$ cat config.mk
export PLATFORM = sky130hd
export DESIGN_NAME = sorted_timer_queue_unit
export DESIGN_NICKNAME = d
export VERILOG_FILES = /design/src/design/stq_pkg.sv /design/src/design/sorted_timer_queue_unit.sv /design/src/design/stq_cell.sv
export SDC_FILE = /design/constraint.sdc
export NUM_CORES = 2
export LEC_CHECK = 0
export ABC_CLOCK_PERIOD_IN_PS = 13900
export BUFFER_PORTS_ARGS = -buffer_cell sky130_fd_sc_hd__buf_4
export CAP_MARGIN = 20
export CELL_PAD_IN_SITES_DETAIL_PLACEMENT = 1
export CELL_PAD_IN_SITES_GLOBAL_PLACEMENT = 2
export CORE_MARGIN = 1.5
export CORE_UTILIZATION = 43
export CTS_BUF_LIST = sky130_fd_sc_hd__clkbuf_16
export DETAILED_ROUTE_END_ITERATION = 8
export PLACE_DENSITY = 0.84
export SYNTH_ARGS = -nofsm -noshare
export SYNTH_HDL_FRONTEND = slang
export SYNTH_SLANG_ARGS = --single-unit
$ cat constraint.sdc
create_clock -name clk -period 13.9 [get_ports clk]
set_clock_uncertainty 0.2 [all_clocks]
set_input_delay 1.39 -clock clk [delete_from_list [all_inputs] [get_ports clk]]
set_output_delay 1.39 -clock clk [all_outputs]
set_load 0.1 [all_outputs]
$ cat src/design/stq_pkg.sv
// Shared types and constants for the sorted timer queue.
// No dependencies; every other design file imports this package.
package stq_pkg;

	localparam int QUEUE_DEPTH_DEF = 16;
	localparam int TARGET_BITS_DEF = 8;
	localparam int TIME_W          = 48;
	localparam int WORD_W          = 32;
	localparam int ID_W            = 8;

	// Opcodes of an input item
	localparam logic [1:0] OP_TICK     = 2'd0;
	localparam logic [1:0] OP_REQUEST  = 2'd1;
	localparam logic [1:0] OP_KILL     = 2'd2;
	localparam logic [1:0] OP_KILL_ALL = 2'd3;

	// Input item
	typedef struct packed {
		logic [1:0]        opcode;
		logic [ID_W-1:0]   target_id;
		logic [WORD_W-1:0] timeout_ticks;
		logic [WORD_W-1:0] cookie;
	} req_t;

	// Result item
	typedef struct packed {
		logic              fired;
		logic [ID_W-1:0]   fired_target;
		logic [WORD_W-1:0] fired_cookie;
		logic [WORD_W-1:0] time_to_next;
		logic              dropped_full;
		logic              last;
	} rsp_t;

	// One table entry, less its target
	typedef struct packed {
		logic              valid;
		logic [TIME_W-1:0] due;
		logic [WORD_W-1:0] cookie;
	} entry_t;

	// What every cell does this cycle
	typedef enum logic [2:0] {
		CELL_HOLD   = 3'd0,
		CELL_INSERT = 3'd1,
		CELL_MARK   = 3'd2,
		CELL_SHIFT  = 3'd3,
		CELL_POP    = 3'd4
	} cell_op_t;

	// Command broadcast along the chain
	typedef struct packed {
		cell_op_t          op;
		logic              match_all;
		logic [TIME_W-1:0] due;
		logic [WORD_W-1:0] cookie;
	} cell_cmd_t;

endpackage

$ cat src/design/sorted_timer_queue_unit.sv
// Sorted timer queue: a chain of entry cells kept in due-time order, plus its sequencer.
// Top level; depends on stq_pkg and stq_cell.
//
// The table is a row of QUEUE_DEPTH cells, each holding one timer, kept sorted by due time and
// packed towards the head. A request forms its due time on acceptance; then every cell decides
// in one step whether to keep, take the new entry or take its left neighbour's. A kill or
// kill-all first marks the matching entries, then compacts the table step by step; each
// step moves everything behind the first empty cell one place towards the head, so it needs at
// most QUEUE_DEPTH steps. A tick pops expired timers off the head one entry at a time, giving a
// result for each, or a single result when nothing expires. One item is in work at a time;
// the result register lets the next item in while the last result waits to be taken.
module sorted_timer_queue_unit import stq_pkg::*; #(
	parameter int QUEUE_DEPTH = QUEUE_DEPTH_DEF,
	parameter int TARGET_BITS = TARGET_BITS_DEF
) (
	input  logic clk,
	input  logic arst_n,
	input  logic req_valid,
	output logic req_ready,
	input  req_t req,
	output logic rsp_valid,
	input  logic rsp_ready,
	output rsp_t rsp
);

	typedef enum logic [6:0] {
		S_IDLE = 7'b0000001,
		S_INS  = 7'b0000010,
		S_MARK = 7'b0000100,
		S_PACK = 7'b0001000,
		S_HEAD = 7'b0010000,
		S_FIRE = 7'b0100000,
		S_DONE = 7'b1000000
	} state_t;

	state_t                 state_q;
	logic [TIME_W-1:0]      time_q;
	logic                   drop_q;
	logic [1:0]             op_q;
	logic [TARGET_BITS-1:0] tgt_q;
	logic [WORD_W-1:0]      ck_q;
	logic [TIME_W-1:0]      due_q;
	logic [TARGET_BITS-1:0] fire_tgt_q;
	logic [WORD_W-1:0]      fire_ck_q;
	logic                   rsp_valid_q;
	rsp_t                   rsp_q;

	cell_cmd_t              cmd;
	entry_t                 cell_ent [QUEUE_DEPTH];
	logic [TARGET_BITS-1:0] cell_tgt [QUEUE_DEPTH];
	logic                   cell_keep [QUEUE_DEPTH];
	logic                   cell_hole [QUEUE_DEPTH];
	logic [QUEUE_DEPTH-1:0] valid_vec;
	logic [QUEUE_DEPTH-1:0] gap_vec;

	logic                   accept;
	logic                   full;
	logic                   any_gap;
	logic                   head_ready;
	logic [TIME_W-1:0]      head_diff;
	logic [WORD_W-1:0]      ttn;
	logic                   out_free;
	logic                   load_rsp;
	rsp_t                   rsp_d;

	// Chain of cells
	for (genvar i = 0; i < QUEUE_DEPTH; i++) begin : g_cell
		entry_t                 lent;
		entry_t                 rent;
		logic [TARGET_BITS-1:0] ltgt;
		logic [TARGET_BITS-1:0] rtgt;
		logic                   lkeep;
		logic                   lhole;
		logic                   cgap;

		if (i == 0) begin : g_first
			assign lent  = '0;
			assign ltgt  = '0;
			assign lkeep = 1'b1;
			assign lhole = 1'b0;
		end else begin : g_mid
			assign lent  = cell_ent[i-1];
			assign ltgt  = cell_tgt[i-1];
			assign lkeep = cell_keep[i-1];
			assign lhole = cell_hole[i-1];
		end

		if (i == QUEUE_DEPTH - 1) begin : g_last
			assign rent = '0;
			assign rtgt = '0;
		end else begin : g_inner
			assign rent = cell_ent[i+1];
			assign rtgt = cell_tgt[i+1];
		end

		stq_cell #(.TARGET_BITS(TARGET_BITS)) u_cell (
			.clk       (clk),
			.arst_n    (arst_n),
			.cmd       (cmd),
			.cmd_tgt   (tgt_q),
			.left_ent  (lent),
			.left_tgt  (ltgt),
			.left_keep (lkeep),
			.left_hole (lhole),
			.right_ent (rent),
			.right_tgt (rtgt),
			.ent       (cell_ent[i]),
			.tgt       (cell_tgt[i]),
			.keep      (cell_keep[i]),
			.hole      (cell_hole[i]),
			.gap       (cgap)
		);

		assign valid_vec[i] = cell_ent[i].valid;
		assign gap_vec[i]   = cgap;
	end

	assign full    = valid_vec[QUEUE_DEPTH-1];
	assign any_gap = |gap_vec;

	// Head status and distance to the head entry
	always_comb begin
		head_ready = cell_ent[0].valid && (cell_ent[0].due <= time_q);
		head_diff  = cell_ent[0].due - time_q;
		if (!cell_ent[0].valid) begin
			ttn = '1;
		end else if (cell_ent[0].due <= time_q) begin
			ttn = '0;
		end else if (|head_diff[TIME_W-1:WORD_W]) begin
			ttn = '1;
		end else begin
			ttn = head_diff[WORD_W-1:0];
		end
	end

	// Command to the chain
	always_comb begin
		cmd.op        = CELL_HOLD;
		cmd.match_all = (op_q == OP_KILL_ALL);
		cmd.due       = due_q;
		cmd.cookie    = ck_q;
		unique case (state_q)
			S_INS:   cmd.op = full ? CELL_HOLD : CELL_INSERT;
			S_MARK:  cmd.op = CELL_MARK;
			S_PACK:  cmd.op = any_gap ? CELL_SHIFT : CELL_HOLD;
			S_HEAD:  cmd.op = head_ready ? CELL_POP : CELL_HOLD;
			default: cmd.op = CELL_HOLD;
		endcase
	end

	assign req_ready = (state_q == S_IDLE);
	assign accept    = req_valid && req_ready;
	assign out_free  = !rsp_valid_q || rsp_ready;
	assign load_rsp  = ((state_q == S_DONE) || (state_q == S_FIRE)) && out_free;

	// Result item
	always_comb begin
		rsp_d              = '0;
		rsp_d.time_to_next = ttn;
		if (state_q == S_FIRE) begin
			rsp_d.fired        = 1'b1;
			rsp_d.fired_target = ID_W'(fire_tgt_q);
			rsp_d.fired_cookie = fire_ck_q;
			rsp_d.last         = !head_ready;
		end else begin
			rsp_d.dropped_full = drop_q;
			rsp_d.last         = 1'b1;
		end
	end

	// Sequencer
	always_ff @(posedge clk or negedge arst_n) begin
		if (!arst_n) begin
			state_q <= S_IDLE;
			time_q  <= '0;
			drop_q  <= 1'b0;
		end else begin
			unique case (state_q)
				S_IDLE: begin
					if (accept) begin
						drop_q <= 1'b0;
						priority if (req.opcode == OP_TICK) begin
							time_q  <= time_q + TIME_W'(1);
							state_q <= S_HEAD;
						end else if (req.opcode == OP_REQUEST) begin
							state_q <= S_INS;
						end else begin
							state_q <= S_MARK;
						end
					end
				end
				S_INS: begin
					drop_q  <= full;
					state_q <= S_DONE;
				end
				S_MARK: state_q <= S_PACK;
				S_PACK: begin
					if (!any_gap) state_q <= S_DONE;
				end
				S_HEAD: state_q <= head_ready ? S_FIRE : S_DONE;
				S_FIRE: begin
					if (out_free) state_q <= head_ready ? S_HEAD : S_IDLE;
				end
				S_DONE: begin
					if (out_free) state_q <= S_IDLE;
				end
				default: state_q <= S_IDLE;
			endcase
		end
	end

	// Item operands and popped head
	always_ff @(posedge clk) begin
		if (accept) begin
			op_q  <= req.opcode;
			tgt_q <= TARGET_BITS'(req.target_id);
			ck_q  <= req.cookie;
			due_q <= time_q + TIME_W'(req.timeout_ticks);
		end
		if ((state_q == S_HEAD) && head_ready) begin
			fire_tgt_q <= cell_tgt[0];
			fire_ck_q  <= cell_ent[0].cookie;
		end
	end

	// Output register
	always_ff @(posedge clk or negedge arst_n) begin
		if (!arst_n) begin
			rsp_valid_q <= 1'b0;
		end else if (load_rsp) begin
			rsp_valid_q <= 1'b1;
		end else if (rsp_ready) begin
			rsp_valid_q <= 1'b0;
		end
	end

	always_ff @(posedge clk) begin
		if (load_rsp) rsp_q <= rsp_d;
	end

	assign rsp_valid = rsp_valid_q;
	assign rsp       = rsp_q;

	// Table is packed towards the head between items
	a_packed: assert property (@(posedge clk) disable iff (!arst_n)
		(state_q == S_IDLE) |-> ((valid_vec & (valid_vec + QUEUE_DEPTH'(1))) == '0))
		else $error("timer table has a hole between items");

	// Head is never later than its successor
	a_sorted: assert property (@(posedge clk) disable iff (!arst_n)
		((state_q == S_IDLE) && cell_ent[1].valid) |-> (cell_ent[0].due <= cell_ent[1].due))
		else $error("timer table out of order at the head");

	// A tick advances time by exactly one
	a_tick: assert property (@(posedge clk) disable iff (!arst_n)
		(accept && (req.opcode == OP_TICK)) |=> (time_q == $past(time_q) + TIME_W'(1)))
		else $error("tick did not advance time by one");

	// A fired result never reports a dropped request
	a_fire_drop: assert property (@(posedge clk) disable iff (!arst_n)
		(rsp_valid && rsp.fired) |-> !rsp.dropped_full)
		else $error("fired result flagged as dropped");

endmodule

$ cat src/design/stq_cell.sv
// One cell of the timer chain: holds a single entry and trades it with its neighbours.
// Depends on stq_pkg.
module stq_cell import stq_pkg::*; #(
	parameter int TARGET_BITS = TARGET_BITS_DEF
) (
	input  logic                   clk,
	input  logic                   arst_n,
	input  cell_cmd_t              cmd,
	input  logic [TARGET_BITS-1:0] cmd_tgt,
	input  entry_t                 left_ent,
	input  logic [TARGET_BITS-1:0] left_tgt,
	input  logic                   left_keep,
	input  logic                   left_hole,
	input  entry_t                 right_ent,
	input  logic [TARGET_BITS-1:0] right_tgt,
	output entry_t                 ent,
	output logic [TARGET_BITS-1:0] tgt,
	output logic                   keep,
	output logic                   hole,
	output logic                   gap
);

	logic                   valid_q;
	logic [TIME_W-1:0]      due_q;
	logic [WORD_W-1:0]      cookie_q;
	logic [TARGET_BITS-1:0] tgt_q;
	entry_t                 ent_d;
	logic [TARGET_BITS-1:0] tgt_d;
	logic                   hit;

	assign ent = '{valid: valid_q, due: due_q, cookie: cookie_q};
	assign tgt = tgt_q;

	// Neighbour status: keep = stays put on insert, hole = empty here or earlier
	always_comb begin
		keep = valid_q && (due_q <= cmd.due);
		hole = !valid_q || left_hole;
		gap  = valid_q && left_hole;
		hit  = valid_q && (tgt_q == cmd_tgt) && (cmd.match_all || (cookie_q == cmd.cookie));
	end

	// Next contents
	always_comb begin
		ent_d = ent;
		tgt_d = tgt_q;
		unique case (cmd.op)
			CELL_HOLD: begin
			end
			CELL_INSERT: begin
				if (!keep) begin
					if (left_keep) begin
						ent_d = '{valid: 1'b1, due: cmd.due, cookie: cmd.cookie};
						tgt_d = cmd_tgt;
					end else begin
						ent_d = left_ent;
						tgt_d = left_tgt;
					end
				end
			end
			CELL_MARK: begin
				if (hit) ent_d.valid = 1'b0;
			end
			CELL_SHIFT: begin
				if (hole) begin
					ent_d = right_ent;
					tgt_d = right_tgt;
				end
			end
			CELL_POP: begin
				ent_d = right_ent;
				tgt_d = right_tgt;
			end
			default: begin
			end
		endcase
	end

	always_ff @(posedge clk or negedge arst_n) begin
		if (!arst_n) begin
			valid_q <= 1'b0;
		end else begin
			valid_q <= ent_d.valid;
		end
	end

	// Entry payload, undefined until written
	always_ff @(posedge clk) begin
		due_q    <= ent_d.due;
		cookie_q <= ent_d.cookie;
		tgt_q    <= tgt_d;
	end

endmodule

* Yosys cells after proc, flatten, opt, wreduce, memory -nomap -nowiden
Index checks and enable logic that the tools add are counted.
** Operators by class
- Equality and inequality tests :: 97
- $lt $le $gt $ge :: 17
- Add/subtract/negate cells :: 3
- Mux-type cells :: 178
- Reductions and logical operators :: 160
** Operator list (count)
- $pmux W80 S3 :: 16
- $mux W81 :: 47
- $le A48 B48 Y1 :: 17
- $eq A32 B32 Y1 :: 16
- $pmux W8 S3 :: 16
- $mux W8 :: 47
- $eq A8 B8 Y1 :: 16
- $logic_and A1 B1 Y1 :: 67
- $mux W32 :: 2
- $ne A2 B1 Y1 const B :: 32
- $pmux W1 S4 :: 16
- $reduce_and A4 Y1 :: 16
- $reduce_and A3 Y1 :: 18
- $pmux W7 S7 :: 1
- $add A48 B1 Y48 const B :: 1
- $add A48 B32 Y48 :: 1
- $sub A48 B48 Y48 :: 1
- $mux W41 :: 1
- $ne A2 B2 Y1 const B :: 20
- $mux W7 :: 5
- $logic_or A1 B1 Y1 :: 33
- $mux W1 :: 20
- $logic_not A1 Y1 :: 18
- $reduce_or A16 Y1 :: 1
- 23 further kinds :: 27
** Word-level totals
- Flip-flop bits (word level) :: 1686
- Output and inout port bits :: 77

* Logic depth before layout (Yosys ltp)
- Depth in word-level cells :: 22
- Gate-level depth with buffers :: 19
- Depth with buffers taken out :: 14

* Cells and area by module
A second synthesis with hierarchy kept.
** Unflattened totals
- Cells, all modules :: 11520
- Area total of the unflattened synthesis :: 115220.5 um2
** By module, submodules not included
- stq_cell (g_cell[0].u_cell ...) :: instances 12, sequential area each 2667.6 um2, cells an instance 643, area each 6332.3 um2
- stq_cell (g_cell[6].u_cell ...) :: instances 4, sequential area each 2667.6 um2, cells an instance 632, area each 6236.0 um2
- sorted_timer_queue_unit :: instances 1, sequential area each 7583.5 um2, cells an instance 1276, area each 14288.7 um2

* Worst setup path after synthesis
No wires, ideal clock.
- Path type :: reg2reg
- From :: reg due_q[39]
- To :: reg g_cell[6].u_cell.cookie_q[0] (enable)
- Stages on the path, launching flop included :: 15
- Clock period less this slack :: 9873 ps
- Arrival time :: 9031 ps
- Path slack :: 4027 ps
- Setup time :: 643 ps
- Cell sequence :: edfxtp_1 inv_1 ha_1 inv_1 or4_1 nor2_1 nand4_1 or3_1 o31a_1 nand4_1 o2bb2a_1 buf_2 buf_2 nor2_1 nor3_1
** On the way
- Longest elaborated chain between the ends :: 4
** RTL lines
- from (decl) :: line sorted_timer_queue_unit.sv:42 : logic [TIME_W-1:0] due_q;
- from (signal assigned) :: line sorted_timer_queue_unit.sv:218 : due_q <= time_q + TIME_W'(req.timeout_ticks);
- $le A48 B48 Y1 :: line stq_cell.sv:36 : keep = valid_q && (due_q <= cmd.due);
- $logic_and A1 B1 Y1 :: line stq_cell.sv:36
- $ne A2 B2 Y1 (no source line)
- $reduce_and A3 Y1 (no source line)
- to (signal assigned) :: line stq_cell.sv:89 : cookie_q <= ent_d.cookie;
- to (decl) :: line stq_cell.sv:25 : logic [WORD_W-1:0] cookie_q;
No other way between the ends.
A chain may end at the register's enable or synchronous reset.

==> impl_results.md <==
* Die area at 261000 um2
* RSZ-0062 raised after global routing: no
* H-tree levels at 4
* Cell repeated most along the worst path: buf_4
* FF+latch count, synth at 1686
* IO Count at 155
* Area of the mapped netlist at 111000 um2
* Die Height at 510 um
* Worst Path Buf+Inv at 4
* Leakage power at 47.1 nW
* Final ANT Viol Nets at 0
* Vias at 89985
* Count leader, synth: edfxtp_1
* Crit-path max FO at 42
* Measured slew at the worst slew-check pin at 1.21 ns
* Input/output buffers at 154
* Worst path arrival time at 8.49 ns
* Final hold slack at 0.219 ns
* Largest net degree at the start of global routing at 243
* Cts bufs inserted at 201
* Worst min path class: input port to async pin
* DR DRC count at 0
* Top cells by count, synth: 1613 x edfxtp_1, 1526 x nand2_1, 1316 x o21ai_0, 1061 x mux2i_1, 801 x ha_1
* Setup tns final at 0 ns
* Crit-path slowest cell: nor3_1
* First-pass GRT wire length at 612000 um
* CTS tree: yes
* Sequential share of the synthesized area at 0.454
* Iteration-0 DRC Markers at 9062
* RD Place Congestion at 0.957
* Worst path required time at 14.33 ns
* Setup violators final at 0
* Detailed Route WL at 413000 um
* PD cells at 203 nW/um2
* Initial antenna violation count at 19
* Worst slew margin at 0.185
* Critical path capture point type: register
* Gate Count Post-Synth at 10899
* Ranking of synthesized cells by area: edfxtp_1 44%, mux2i_1 9.6%, ha_1 9.1%, o21ai_0 5.9%, nand2_1 5.2%
* Share of the synthesized area in the top cell type at 0.437
* Cell taking the most area after synthesis: edfxtp_1
* Ys flop type: edfxtp_1
* Initial Util at 0.432
* Pre-Repair DR Iteration Count at 6
* Max IR drop VDD at 162 uV
* Cts hold-fix bufs at 0
* Worst path cell trace: inv_1 > ha_1 > nand3_1 > or4_1 > nor3_1 > buf_4 > nand4_1 > nor3_1 > a31oi_1 > nor2b_4 > buf_4 > buf_4 > mux2i_1 > o21ai_0
* Crit Path Category: register to register
* Maximum clock frequency at 124 MHz
* Reported max-cap violation count at 0
* Syn_nets at 11780
* Synth-to-Final Area Change at 9.77%
* Vias/cell at 6.31
* Total gr overflow at 0
* CP max stage delay at 0.96 ns
* Vias in the first global route at 91936
* Share of cells above drive strength 1 at 0.0721
* Mean Syn Cell Area at 10.2 um2
* Final Hold Vio Count at 0
* Fill cells at 28002
* Clk sinks at 1686
* CP top delay family: simple AND/OR/NAND/NOR gates
* Critical path launch point type: register
* Final cycle utilization of the critical path at 0.580
* Post-cts repair resize count at 0
* Post-CTS Setup Repair Bufs at 0
* Nets at 11596
* DR WL/cell at 28.9 um
* Core area at 256000 um2
* Pre-CTS setup slack at 6.17 ns
* Max Root-Sink Buffers at 3
* Result of the run: complete, no violations
* Die span in x at 510 um
* Rows at 186
* Synth cell types at 90
* Clock latency on the worst-skew pair at 0.93 ns
* Ys Warns at 0
* Gr usage total at 0.311
* Max-slew violations at 0
* Root Driver: clkbuf_16
* Clock transition at path regs at 0.06 ns
* Post-synth EDFFs at 1613
* Worst setup margin at 5.84 ns
* Crit path time final at 8.06 ns
* Synth async-reset ratio at 0.0433
* Detailed Place HPWL at 294000 um
-- cell usage in the layout (no fill, tap or decap), types with 43 or more instances in the layout --
master | Yosys | routed
inv_1 | 150 | 189
o21a_1 | 43 | 43
nor2b_1 | 60 | 58
clkinv_1 | 4 | 49
xnor2_1 | 192 | 192
a21o_1 | 235 | 234
a22o_1 | 81 | 81
clkinv_2 | 0 | 58
nand2_1 | 1526 | 1524
clkbuf_16 | 0 | 201
a21oi_1 | 538 | 531
mux2i_1 | 1061 | 1061
xor2_1 | 567 | 567
nor4_1 | 169 | 168
edfxtp_1 | 1613 | 1613
o21ai_0 | 1316 | 1312
o2bb2ai_1 | 92 | 92
nand4_1 | 217 | 217
nand3_1 | 95 | 95
and2_1 | 57 | 55
buf_4 | 6 | 400
a31oi_1 | 56 | 54
ha_1 | 801 | 801
a311oi_1 | 95 | 95
nor3_1 | 160 | 158
dfrtp_1 | 72 | 71
nor2_1 | 474 | 464
-- sequential cells by signal, indices dropped and copies added, names as in the netlist, 16 cells and up --
register / flops
g_cell.u_cell.due_q: 768
g_cell.u_cell.cookie_q: 512
g_cell.u_cell.tgt: 128
rsp: 75
due_q: 48
time_q: 48
ck_q: 32
fire_ck_q: 32
g_cell.u_cell.valid_q: 16
-- area by class of cell --
class                           instances  area, um2  area share
Antenna cell                            5       12.5    0.000103
Clock buffer                          201       5030      0.0414
Clock inverter                        170       1230      0.0101
Inverter                              156        589     0.00485
Multi-Input combinational cell       8253      56900       0.468
Sequential cell                      1686      50300       0.414
Tap cell                             3384       4230      0.0348
Timing Repair Buffer                  417       3300      0.0271
-- worst reg2reg max path, cell delays in order (launching register included) --
cell and delay (ns):
edfxtp_1 0.80, inv_1 0.59, ha_1 0.51, nand3_1 0.18, or4_1 0.62, nor3_1 0.35, buf_4 0.25, nand4_1 0.27
nor3_1 0.96, a31oi_1 0.23, nor2b_4 0.73, buf_4 0.79, buf_4 0.81, mux2i_1 0.45, o21ai_0 0.10
-- metal layers --
metal	part of all wire	up-vias	wire length, um	global-route usage
met3	0.072	686	29600	0.0481
met5	0.00014	-	59	0
met4	0.041	8	16700	0.119
met1	0.44	45987	184000	0.441
li1	-	39919	-	-
met2	0.44	3385	183000	0.475
-- final timing paths --
path	slack [ns]	cells past startpoint	endpoint	from
max in group asynchronous	11.98	2	g_cell[8].u_cell.valid_q	arst_n
hold reg to reg	0.29	0	fire_tgt_q[5]	g_cell[0].u_cell.tgt[5]
hold / removal	0.22	1	time_q[9]	arst_n
setup reg to reg	5.84	14	g_cell[14].u_cell.cookie_q[20]	due_q[47]
setup / recovery	5.84	14	g_cell[14].u_cell.cookie_q[20]	due_q[47]
min in group clk	0.29	0	fire_tgt_q[5]	g_cell[0].u_cell.tgt[5]
-- through the flow --
stage / total power [mW] / util / instances / instance area (um2)
3_5_place_dp: 19.3 / 0.449 / 13888 / 115000
4_1_cts: 24.5 / 0.473 / 14259 / 121000
3_3_place_gp: 18.8 / 0.449 / 13881 / 115000
5_1_grt: 25.8 / 0.474 / 14269 / 122000
2_1_floorplan: 15.6 / - / 10899 / 111000
6_report: 24.7 / 0.474 / 14272 / 122000
-- report_power, final --
group	internal, mW	switching [mW]	total, mW
Sequential	7.73	1.18	8.91
Clock	2.79	2.38	5.17
Combinational	3.59	7.00	10.6
Total	14.1	10.6	24.7
-- kinds of logic after synthesis --
family,synth area share
xor gates and xnor gates,0.0600
muxes,0.0966
AOI/OAI and AO/OA,0.145
DFF,0.454
and+or+nand+nor,0.117
adders and majority gates,0.0909
buffers and inverters,0.0357
Power figures use the tool's default switching activity.
